<file path="config.mk">
export PLATFORM = sky130hd
export DESIGN_NAME = tilt_freefall_fall_detector_top
export DESIGN_NICKNAME = d
export VERILOG_FILES = /design/src/design/tffd_pkg.sv /design/src/design/tffd_isqrt.sv /design/src/design/tffd_window.sv /design/src/design/tilt_freefall_fall_detector_top.sv
export SDC_FILE = /design/constraint.sdc
export NUM_CORES = 2
export LEC_CHECK = 0
export ABC_AREA = 1
export BUFFER_PORTS_ARGS = -buffer_cell sky130_fd_sc_hd__buf_2
export CAP_MARGIN = 20
export CORE_ASPECT_RATIO = 1.5
export CORE_MARGIN = 2
export CORE_UTILIZATION = 30
export DETAILED_ROUTE_END_ITERATION = 7
export SETUP_SLACK_MARGIN = 0.4
export SYNTH_ARGS = -nofsm -noshare
export SYNTH_HDL_FRONTEND = slang
export SYNTH_HIERARCHICAL = 1
export SYNTH_SLANG_ARGS = --single-unit
</file>
<file path="constraint.sdc">
create_clock -name clk -period 6.9 [get_ports clk]
set_input_delay 2.07 -clock clk [delete_from_list [all_inputs] [get_ports clk]]
set_output_delay 2.07 -clock clk [all_outputs]
set_load 0.1 [all_outputs]
</file>
<file path="src/design/tffd_pkg.sv">
// ----------------------------------------------------------------------------
// tffd_pkg: shared types and constants for the fall detector
// Word layouts, widths of the root and window datapaths, register map codes.
// ----------------------------------------------------------------------------
package tffd_pkg;

  // Window of recent magnitudes.
  localparam int WINDOW_LEN = 5;
  localparam int SLOT_W     = (WINDOW_LEN > 1) ? $clog2(WINDOW_LEN) : 1;
  localparam int CNT_W      = $clog2(WINDOW_LEN + 1);

  // Field widths.
  localparam int ACC_W  = 16;
  localparam int TILT_W = 16;
  localparam int MAG_W  = 17;
  localparam int LIM_W  = 16;
  localparam int COS_W  = 15;
  localparam int PRIO_W = 8;

  // Sum of squares and the digit-serial square root.
  localparam int SQ_W       = 32;
  localparam int ROOT_W     = SQ_W / 2;
  localparam int ROOT_CNT_W = $clog2(ROOT_W);
  localparam int REM_W      = ROOT_W + 3;

  // Window sum and threshold products.
  localparam int SUM_W  = MAG_W + ((WINDOW_LEN > 1) ? $clog2(WINDOW_LEN) : 1);
  localparam int PROD_W = LIM_W + CNT_W;

  // Configuration port.
  localparam int NUM_REGS  = 5;
  localparam int DATA_W    = 32;
  localparam int PADDR_W   = $clog2(NUM_REGS * 4);
  localparam int REG_IDX_W = PADDR_W - 2;

  localparam logic [REG_IDX_W-1:0] REG_TILT_COS  = REG_IDX_W'(0);
  localparam logic [REG_IDX_W-1:0] REG_FREEFALL  = REG_IDX_W'(1);
  localparam logic [REG_IDX_W-1:0] REG_REC_LOW   = REG_IDX_W'(2);
  localparam logic [REG_IDX_W-1:0] REG_REC_HIGH  = REG_IDX_W'(3);
  localparam logic [REG_IDX_W-1:0] REG_FALL_PRIO = REG_IDX_W'(4);

  localparam logic [COS_W-1:0]  TILT_COS_RST  = COS_W'(8192);
  localparam logic [LIM_W-1:0]  FREEFALL_RST  = LIM_W'(1280);
  localparam logic [LIM_W-1:0]  REC_LOW_RST   = LIM_W'(2048);
  localparam logic [LIM_W-1:0]  REC_HIGH_RST  = LIM_W'(3072);
  localparam logic [PRIO_W-1:0] FALL_PRIO_RST = PRIO_W'(100);

  // Operation codes.
  localparam logic OP_SAMPLE = 1'b0;
  localparam logic OP_ABORT  = 1'b1;

  // Input word.
  typedef struct packed {
    logic                     opcode;
    logic signed [ACC_W-1:0]  accel_x;
    logic signed [ACC_W-1:0]  accel_y;
    logic signed [ACC_W-1:0]  accel_z;
    logic signed [TILT_W-1:0] tilt_z;
  } tffd_in_t;

  // Output word.
  typedef struct packed {
    logic              is_falling;
    logic              priority_update;
    logic [PRIO_W-1:0] priority_value;
  } tffd_out_t;

  // Request to the square root unit.
  typedef struct packed {
    logic            start;
    logic [SQ_W-1:0] radicand;
  } tffd_root_req_t;

  // Status of the square root unit.
  typedef struct packed {
    logic              busy;
    logic              done;
    logic [ROOT_W-1:0] root;
  } tffd_root_stat_t;

  // Status of the magnitude window.
  typedef struct packed {
    logic [SUM_W-1:0] sum;
    logic [CNT_W-1:0] count;
  } tffd_win_stat_t;

endpackage

</file>
<file path="src/design/tffd_isqrt.sv">
// ----------------------------------------------------------------------------
// tffd_isqrt: digit-serial integer square root
// Consumes two radicand bits per cycle from a shift register and produces one
// root bit per cycle, rounding down.
// ----------------------------------------------------------------------------
module tffd_isqrt (
  input  logic                     clk,
  input  logic                     rst,
  input  tffd_pkg::tffd_root_req_t req,
  output tffd_pkg::tffd_root_stat_t stat
);
  import tffd_pkg::*;

  logic [SQ_W-1:0]       rad;
  logic [REM_W-1:0]      rem;
  logic [ROOT_W-1:0]     root;
  logic [ROOT_CNT_W-1:0] cnt;
  logic                  busy;
  logic                  done;

  logic [REM_W-1:0] rem_sh;
  logic [REM_W-1:0] trial;
  logic             fits;

  // One restoring step: bring down two bits, try the next root bit.
  assign rem_sh = {rem[REM_W-3:0], rad[SQ_W-1 -: 2]};
  assign trial  = REM_W'({root, 2'b01});
  assign fits   = (rem_sh >= trial);

  // Control: start loads, ROOT_W steps, then a one-cycle done pulse.
  always_ff @(posedge clk) begin
    if (rst) begin
      busy <= 1'b0;
      done <= 1'b0;
      cnt  <= '0;
    end else begin
      done <= busy && (cnt == ROOT_CNT_W'(ROOT_W - 1));
      if (req.start) begin
        busy <= 1'b1;
        cnt  <= '0;
      end else if (busy) begin
        cnt <= cnt + 1'b1;
        if (cnt == ROOT_CNT_W'(ROOT_W - 1)) begin
          busy <= 1'b0;
        end
      end
    end
  end

  // Datapath shift registers.
  always_ff @(posedge clk) begin
    if (req.start) begin
      rad  <= req.radicand;
      rem  <= '0;
      root <= '0;
    end else if (busy) begin
      rad <= {rad[SQ_W-3:0], 2'b00};
      if (fits) begin
        rem  <= rem_sh - trial;
        root <= {root[ROOT_W-2:0], 1'b1};
      end else begin
        rem  <= rem_sh;
        root <= {root[ROOT_W-2:0], 1'b0};
      end
    end
  end

  assign stat.busy = busy;
  assign stat.done = done;
  assign stat.root = root;

  // A new request is only issued when the unit is free.
  a_start_when_free: assert property (@(posedge clk) disable iff (rst)
    req.start |-> !busy)
    else $error("square root started while busy");

  // The done pulse marks exactly the end of a run.
  a_done_at_end: assert property (@(posedge clk) disable iff (rst)
    $fell(busy) |-> done)
    else $error("square root finished without a done pulse");

endmodule

</file>
<file path="src/design/tffd_window.sv">
// ----------------------------------------------------------------------------
// tffd_window: window of recent magnitudes with a running sum
// Each push replaces the oldest entry and adjusts the sum by the difference.
// ----------------------------------------------------------------------------
module tffd_window (
  input  logic                       clk,
  input  logic                       rst,
  input  logic                       push,
  input  logic [tffd_pkg::MAG_W-1:0] mag,
  output tffd_pkg::tffd_win_stat_t   stat
);
  import tffd_pkg::*;

  logic [MAG_W-1:0]  entry [WINDOW_LEN];
  logic [SLOT_W-1:0] slot;
  logic [CNT_W-1:0]  count;
  logic [SUM_W-1:0]  sum;
  logic [SUM_W-1:0]  sum_next;

  // The sum stays exact: it drops the evicted entry and adds the new one.
  assign sum_next = sum - SUM_W'(entry[slot]) + SUM_W'(mag);

  always_ff @(posedge clk) begin
    if (rst) begin
      for (int i = 0; i < WINDOW_LEN; i++) begin
        entry[i] <= '0;
      end
      slot  <= '0;
      count <= '0;
      sum   <= '0;
    end else if (push) begin
      entry[slot] <= mag;
      sum         <= sum_next;
      if (slot == SLOT_W'(WINDOW_LEN - 1)) begin
        slot <= '0;
      end else begin
        slot <= slot + 1'b1;
      end
      if (count != CNT_W'(WINDOW_LEN)) begin
        count <= count + 1'b1;
      end
    end
  end

  assign stat.sum   = sum;
  assign stat.count = count;

  a_count_bound: assert property (@(posedge clk) disable iff (rst)
    count <= CNT_W'(WINDOW_LEN))
    else $error("window fill count past window length");

  a_slot_bound: assert property (@(posedge clk) disable iff (rst)
    slot < SLOT_W'(WINDOW_LEN) || WINDOW_LEN == 1)
    else $error("window slot out of range");

endmodule

</file>
<file path="src/design/tilt_freefall_fall_detector_top.sv">
// ----------------------------------------------------------------------------
// tilt_freefall_fall_detector_top: freefall fall detector with recovery band
// Squares the axes on one multiplier, takes a digit-serial root, keeps a
// window sum and decides the falling flag against the configured limits.
// ----------------------------------------------------------------------------
// Sample word: the three squares are summed in S_SQ, the 16-step root runs in
// S_ROOT and the result is registered from S_DECIDE; the next word is taken
// once the block is back in S_IDLE. Abort word: goes straight to S_DECIDE.
// A finished result waits in the output register while the next word is
// taken. Reset clears the window, fill count, flag and output valid at once.
module tilt_freefall_fall_detector_top (
  input  logic                          clk,
  input  logic                          rst,
  input  logic                          in_valid,
  output logic                          in_ready,
  input  tffd_pkg::tffd_in_t            in_data,
  output logic                          out_valid,
  input  logic                          out_ready,
  output tffd_pkg::tffd_out_t           out_data,
  input  logic                          psel,
  input  logic                          penable,
  input  logic                          pwrite,
  input  logic [tffd_pkg::PADDR_W-1:0]  paddr,
  input  logic [tffd_pkg::DATA_W-1:0]   pwdata,
  output logic [tffd_pkg::DATA_W-1:0]   prdata,
  output logic                          pready
);
  import tffd_pkg::*;

  typedef enum logic [3:0] {
    S_IDLE   = 4'b0001,
    S_SQ     = 4'b0010,
    S_ROOT   = 4'b0100,
    S_DECIDE = 4'b1000
  } state_t;

  state_t state;
  state_t state_next;

  // Configuration registers.
  logic [COS_W-1:0]     tilt_cos_limit;
  logic [LIM_W-1:0]     freefall_limit;
  logic [LIM_W-1:0]     recovery_low;
  logic [LIM_W-1:0]     recovery_high;
  logic [PRIO_W-1:0]    fall_priority;
  logic [REG_IDX_W-1:0] reg_idx;
  logic                 cfg_wr;

  // Word held during processing.
  logic              abort;
  logic              tilt_ok;
  logic [ACC_W-1:0]  axis [3];
  logic [1:0]        sq_cnt;
  logic [SQ_W-1:0]   acc;
  logic [SQ_W-1:0]   acc_next;
  logic              falling;

  logic              accept;
  logic              out_free;
  logic [ACC_W-1:0]  abs_x;
  logic [ACC_W-1:0]  abs_y;
  logic [ACC_W-1:0]  abs_z;
  logic [TILT_W-1:0] abs_t;

  tffd_root_req_t  root_req;
  tffd_root_stat_t root_stat;
  tffd_win_stat_t  win_stat;
  logic            push;

  logic [PROD_W-1:0] ff_prod;
  logic [PROD_W-1:0] low_prod;
  logic [PROD_W-1:0] high_prod;
  logic              falling_next;
  logic              changed;
  logic [PRIO_W-1:0] prio;

  // APB register file; writes complete in the access phase.
  assign pready  = 1'b1;
  assign reg_idx = paddr[PADDR_W-1:2];
  assign cfg_wr  = psel && penable && pwrite && pready;

  always_ff @(posedge clk) begin
    if (rst) begin
      tilt_cos_limit <= TILT_COS_RST;
      freefall_limit <= FREEFALL_RST;
      recovery_low   <= REC_LOW_RST;
      recovery_high  <= REC_HIGH_RST;
      fall_priority  <= FALL_PRIO_RST;
    end else if (cfg_wr) begin
      case (reg_idx)
        REG_TILT_COS:  tilt_cos_limit <= pwdata[COS_W-1:0];
        REG_FREEFALL:  freefall_limit <= pwdata[LIM_W-1:0];
        REG_REC_LOW:   recovery_low   <= pwdata[LIM_W-1:0];
        REG_REC_HIGH:  recovery_high  <= pwdata[LIM_W-1:0];
        REG_FALL_PRIO: fall_priority  <= pwdata[PRIO_W-1:0];
        default: ;
      endcase
    end
  end

  always_comb begin
    case (reg_idx)
      REG_TILT_COS:  prdata = DATA_W'(tilt_cos_limit);
      REG_FREEFALL:  prdata = DATA_W'(freefall_limit);
      REG_REC_LOW:   prdata = DATA_W'(recovery_low);
      REG_REC_HIGH:  prdata = DATA_W'(recovery_high);
      REG_FALL_PRIO: prdata = DATA_W'(fall_priority);
      default:       prdata = '0;
    endcase
  end

  // Magnitudes of the input fields; the most negative code maps to 2^15.
  assign abs_x = in_data.accel_x[ACC_W-1] ? (~in_data.accel_x + 1'b1) : in_data.accel_x;
  assign abs_y = in_data.accel_y[ACC_W-1] ? (~in_data.accel_y + 1'b1) : in_data.accel_y;
  assign abs_z = in_data.accel_z[ACC_W-1] ? (~in_data.accel_z + 1'b1) : in_data.accel_z;
  assign abs_t = in_data.tilt_z[TILT_W-1] ? (~in_data.tilt_z + 1'b1) : in_data.tilt_z;

  assign in_ready = (state == S_IDLE);
  assign accept   = in_valid && in_ready;
  assign out_free = !out_valid || out_ready;

  // Sequencer.
  always_comb begin
    state_next = state;
    case (state)
      S_IDLE: begin
        if (accept) begin
          state_next = (in_data.opcode == OP_ABORT) ? S_DECIDE : S_SQ;
        end
      end
      S_SQ: begin
        if (sq_cnt == 2'd2) begin
          state_next = S_ROOT;
        end
      end
      S_ROOT: begin
        if (root_stat.done) begin
          state_next = S_DECIDE;
        end
      end
      S_DECIDE: begin
        if (out_free) begin
          state_next = S_IDLE;
        end
      end
      default: state_next = S_IDLE;
    endcase
  end

  always_ff @(posedge clk) begin
    if (rst) begin
      state <= S_IDLE;
    end else begin
      state <= state_next;
    end
  end

  // Capture the word; the three axes then rotate past one multiplier.
  assign acc_next = acc + (SQ_W'(axis[0]) * SQ_W'(axis[0]));

  always_ff @(posedge clk) begin
    if (accept) begin
      abort   <= (in_data.opcode == OP_ABORT);
      tilt_ok <= (abs_t < TILT_W'(tilt_cos_limit));
      axis[0] <= abs_x;
      axis[1] <= abs_y;
      axis[2] <= abs_z;
      acc     <= '0;
      sq_cnt  <= '0;
    end else if (state == S_SQ) begin
      axis[0] <= axis[1];
      axis[1] <= axis[2];
      acc     <= acc_next;
      sq_cnt  <= sq_cnt + 1'b1;
    end
  end

  // Root request goes out with the final partial sum.
  assign root_req.start    = (state == S_SQ) && (sq_cnt == 2'd2);
  assign root_req.radicand = acc_next;

  tffd_isqrt u_isqrt (
    .clk  (clk),
    .rst  (rst),
    .req  (root_req),
    .stat (root_stat)
  );

  assign push = (state == S_ROOT) && root_stat.done;

  tffd_window u_window (
    .clk  (clk),
    .rst  (rst),
    .push (push),
    .mag  (MAG_W'(root_stat.root)),
    .stat (win_stat)
  );

  // Averages compared as window sum against limit times fill count.
  assign ff_prod   = PROD_W'(freefall_limit) * PROD_W'(win_stat.count);
  assign low_prod  = PROD_W'(recovery_low) * PROD_W'(win_stat.count);
  assign high_prod = PROD_W'(recovery_high) * PROD_W'(win_stat.count);

  always_comb begin
    falling_next = falling;
    changed      = 1'b0;
    prio         = '0;
    if (abort) begin
      falling_next = 1'b0;
      changed      = falling;
    end else if (!falling) begin
      if (tilt_ok && (win_stat.sum < SUM_W'(ff_prod))) begin
        falling_next = 1'b1;
        changed      = 1'b1;
        prio         = fall_priority;
      end
    end else if ((win_stat.sum > SUM_W'(low_prod)) &&
                 (win_stat.sum < SUM_W'(high_prod))) begin
      falling_next = 1'b0;
      changed      = 1'b1;
    end
  end

  // Falling flag and output register; a new result replaces one being taken.
  always_ff @(posedge clk) begin
    if (rst) begin
      falling   <= 1'b0;
      out_valid <= 1'b0;
    end else begin
      if ((state == S_DECIDE) && out_free) begin
        falling   <= falling_next;
        out_valid <= 1'b1;
      end else if (out_ready) begin
        out_valid <= 1'b0;
      end
    end
  end

  always_ff @(posedge clk) begin
    if ((state == S_DECIDE) && out_free) begin
      out_data.is_falling      <= falling_next;
      out_data.priority_update <= changed;
      out_data.priority_value  <= prio;
    end
  end

  // A result only appears from the decision step.
  a_out_from_decide: assert property (@(posedge clk) disable iff (rst)
    $rose(out_valid) |-> $past(state == S_DECIDE))
    else $error("result word raised outside the decision step");

  // A word without a flag change carries no priority.
  a_quiet_prio: assert property (@(posedge clk) disable iff (rst)
    (out_valid && !out_data.priority_update) |-> (out_data.priority_value == '0))
    else $error("priority value set without an update");

endmodule
</file>
======== After elaboration in Yosys (flattened, before gate mapping) ========
Memory sizes are Yosys's and may differ from the RTL's. A register that Yosys moved wholly into a read port is not among the register bits.
Cells that the tools add are included.
storage, ports and cells
  memories kept ........................... 2
  bits of input ports ..................... 109
  bits in writable memories ............... 128
  output and inout port bits .............. 45
  flip-flop bits (word level) ............. 220
  word-level logic and storage cells ...... 139
operators by class
  eq/ne operators ......................... 16
  magnitude comparators ................... 5
  multiply operators ...................... 4
  add/sub/neg operators ................... 12
  multiplexer cells ....................... 45
  bitwise operators ....................... 7
  reductions and logical operators ........ 24
memories
  name            depth  width  read ports  clocked after memory_dff  write ports  RTL line                               text
  u_window.entry  5      16     1           1                         5            tffd_window.sv:14                      logic [MAG_W-1:0] entry [WINDOW_LEN];
  axis            3      16     3           0                         3            tilt_freefall_fall_detector_top.sv:52  logic [ACC_W-1:0] axis [3];
operator list
  cell                                            number
  2-to-1 mux 16 bit                               7
  case mux 16 bit (5 select lines)                1
  adder 16 x 1 -> 16 bit (second input constant)  4
  2-to-1 mux 32 bit                               2
  NOT 16 bit                                      4
  multiplier 16 x 3 -> 19 bit                     3
  less-than comparator 20 x 19 -> 1 bit           2
  adder 32 bit                                    1
  multiplier 16 x 16 -> 32 bit                    1
  2-to-1 mux 1 bit                                24
  adder 20 x 16 -> 20 bit                         1
  greater-than comparator 20 x 19 -> 1 bit        1
  2-to-1 mux 4 bit                                5
  subtractor 20 x 17 -> 20 bit                    1
  >= comparator 19 x 18 -> 1 bit                  1
  2-to-1 mux 17 bit                               1
  subtractor 17 bit                               1
  less-than comparator 16 x 15 -> 1 bit           1
  case mux 4 bit (4 select lines)                 1
  OR reduction 16 bit                             1
  2-to-1 mux 3 bit                                4
  AND reduction 2 bit                             6
  logical AND 1 bit                               9
  equality test 4 bit (second input constant)     2
  other kinds (22)                                29

======== Longest topological paths before layout ========
  depth in word-level cells ............... 7
  gate-level depth with buffers ........... 30
  mapped depth without buffers ............ 28

======== Hierarchy ========
The synthesis kept the hierarchy.
modules (own cells, without submodules)
  module                           area each (sq um)  cells each  sequential area each (sq um)  instances
  tilt_freefall_fall_detector_top  22462.8            3034        4023.9                        1
  tffd_window                      8488.1             926         4664.5                        1
  tffd_isqrt                       4171.5             561         1741.7                        1

======== Worst setup path after synthesis ========
OpenSTA, ideal clock, no wires.
  kind .................................... in2out
  start point ............................. input paddr[4] (netlist name)
  end point ............................... output prdata[0] (netlist name)
  stages .................................. 5
  setup slack ............................. 128 ps
  buffers on the path ..................... 2
  data arrival time ....................... 4702 ps
  required time ........................... 4830 ps
  cell sequence ........................... buf_4 inv_1 nand2_1 clkbuf_1 o21ai_0
between the ends
  word-level cells in the longest chain between the ends .. 2
  elaborated cells on any way between the ends .. 6
  classes of those cells .................. eq/ne (4); mux (1); reduce/logical (1)
RTL lines
  what                                               RTL line                                text
  start, declared                                    tilt_freefall_fall_detector_top.sv:23   input logic [tffd_pkg::PADDR_W-1:0] paddr,
  equality test 3 bit, or another cell as far along  tilt_freefall_fall_detector_top.sv:102  case (reg_idx)
  case mux 16 bit (5 select lines) *                 tilt_freefall_fall_detector_top.sv:102
  end, declared                                      tilt_freefall_fall_detector_top.sv:25   output logic [tffd_pkg::DATA_W-1:0] prdata,
Mark *: on every way between the ends. The rest lies on a longest branch, timed or not.

==> metrics.md <==
| Metric | Value |
|---|---|
| Status | complete, no violations |
| Placed Area | 37230 sq um |
| Layout cells sized above 1 | under 10% |
| Mapped Cells | about 4500 |
| Vias in the first global route | roughly 30000 |
| CTS root buf | clkbuf_16 |
| Final hold slack | about 0.46 ns |
| Total Wirelength | between 90000 and 100000 um |
| CP Launch Type | flip-flop |
| Setup violations, final | 0 |
| Worst Setup End Kind | flip-flop |
| Minimum setup slack among reg-to-reg paths | a little under 0.8 ns |
| Fin. Hold Viols | 0 |
| Worst slew pin tran | around 1.1 ns |
| Reg2reg end | u_isqrt/rad[29] |
| CTS H-tree lvls | 2 |
| Largest net degree at the start of global routing | 81 |
| Die Height | between 400 and 500 um |
| Antenna violations before repair | 1 |
| Gpl congestion | approximately 0.9 |
| 1st-pass router iterations | 7 |
| RR Startpoint | axis[0][8] |
| Max Root-Sink Buffers | 3 |
| Setup Total Neg Slack | 0 ns |
| CP startpoint | axis[0][8] |
| Minimum clock period | approximately 6.1 ns |
| Nets | 5231 |
| Worst skew pair latency | approximately 0.60 ns |
| Routed length per instance | approximately 15 um |
| Critical path peak fanout | 17 |
| Initial Util | a little under a third |
| Crit path capture | u_isqrt/rad[29] |
| ANT cells | 0 |
| Clock-pin slew on the worst setup and hold paths | 0.06 ns |
| # hold bufs at CTS | 0 |
| Port Buf Inserts | 118 |
| Placed cells | around 6000 |
| Total die area | between 100000 and 150000 sq um |
| Commonest non-fill, non-tap cell in the layout | nand2_1 |
| Detail Route Antenna Nets | 0 |
| DRC Markers | 0 |
| Period utilisation layout | about nine tenths |
| Critical Path AT | roughly 6.5 ns |
| Final Skew | around 0.039 ns |
| Rows | between 150 and 200 |
| Hold Crit Class | reg -> reg |
| Synthesized area | 35110 sq um |
| Global-route wire length before repair | about 150000 um |
| Vias/cell | around 4.7 |
| Yosys warns | 6 |
| Max Clock Freq | approximately 160 MHz |
| Most frequent cells in the layout | 1002 x nand2_1, 859 x inv_1, 495 x nor2_1, 272 x ha_1, 255 x fa_1 |
| CTS Buf Count | 41 |
| Slew HR | 25.91% |
| DRT iter0 DRCs | ~1600 |
| Total track usage | 15.78% |
| Post-CTS Resized | 0 |
| Overflow after GRT | 0 |
| Hpwl dp | 75060 um |
| Io pins | around 150 |
| Worst path required time | just over 7 ns |
| Slew Viols, Final | 0 |
| Number of vias in the routed layout | roughly 29000 |
| Mean Syn Cell Area | just under 8 sq um |
| Core area | between 100000 and 150000 sq um |
| WS Path Type | reg -> reg |
| Die Wd | 283.3 um |
| Worst r2r path cells | 22 |
| Area Overhead vs Synth | 10.96% |
| Unrepaired setup endpoints after global routing | no |
| TritonCTS clock tree | built |
| Clock sinks | a little over 400 |
| Final instance area | roughly 39000 sq um |
| Post-route insts no fill | between 6000 and 7000 |
| Max cap viols | 0 |
## state kept, by name (all words and copies together) (netlist names), 10 cells and up, named ones only
name	flops
u_isqrt/rem	17
u_isqrt/root	16
tilt_cos_limit	15
recovery_high	16
recovery_low	16
axis	48
acc	32
freefall_limit	16
u_isqrt/rad	32
out_data	10
u_window/sum	20
u_window/entry	136
## layout make-up
| cell class | instances | area (sq um) |
|---|---|---|
| Fill cell | 12408 | 77040 |
| Multi-Input combinational cell | 3094 | 20700 |
| Sequential cell | 407 | 10430 |
| Inverter | 879 | 3301 |
| Tap cell | 1550 | 1939 |
| Clock buffer | 56 | 1202 |
| Timing Repair Buffer | 172 | 1124 |
| Clock inverter | 19 | 262.8 |
## layer usage
| layer | share of wire, % | vias to the layer above | GRT usage [%] | routed length (um) |
|---|---|---|---|---|
| met5 | 0 | - | 0 | 0 |
| met3 | 3.4 | 195 | 1.627 | 3249 |
| met2 | 53 | 584 | 30.45 | 50520 |
| met1 | 39 | 13827 | 17.39 | 37090 |
| met4 | 4.2 | 0 | 6.517 | 3977 |
| li1 | - | 14282 | - | - |
## critical path, stage by stage, from the launching register on
cell	delay (ns)
edfxtp_1	0.86
nand2_1	0.21
fa_1	0.55
inv_1	0.05
fa_1	0.49
inv_1	0.05
fa_1	0.53
inv_1	0.05
fa_1	0.45
fa_1	0.49
inv_1	0.05
fa_1	0.47
inv_1	0.04
ha_1	0.35
a21oi_2	0.24
o21ai_1	0.13
a21oi_1	0.21
nor2_1	0.08
nor2_1	0.15
nand3_1	0.12
and2_1	0.18
nand2_1	0.06
nand2_1	0.06
## through the flow
stage               util [%]  setup WS [ns]
global placement       32.09         0.7276
global route           33.59         0.4007
CTS                    33.35         0.6895
floorplan                  -         0.1277
finish                 33.59         0.7925
detailed placement     32.09         0.6874
## worst min path at each step
| stage | startpoint | to | slack (ns) | cells after the start |
|---|---|---|---|---|
| after global routing | acc[29] | acc[29] | 0.47 | 2 |
| after detailed placement | acc[29] | acc[29] | 0.44 | 2 |
| after floorplan | acc[27] | acc[27] | 0.43 | 2 |
| after CTS | acc[29] | acc[29] | 0.46 | 2 |
| final | acc[29] | acc[29] | 0.46 | 2 |
| after global placement | sq_cnt[0] | sq_cnt[0] | 0.44 | 1 |
## what timing repair did
action	4_1_cts	5_1_grt
hold endpoints to repair	0	0
endpoints found under the setup margin	0	7
setup buffers	0	18
Power is not shown: default switching activity piles up to over one toggle a cycle in this logic, so the estimate is an artifact.
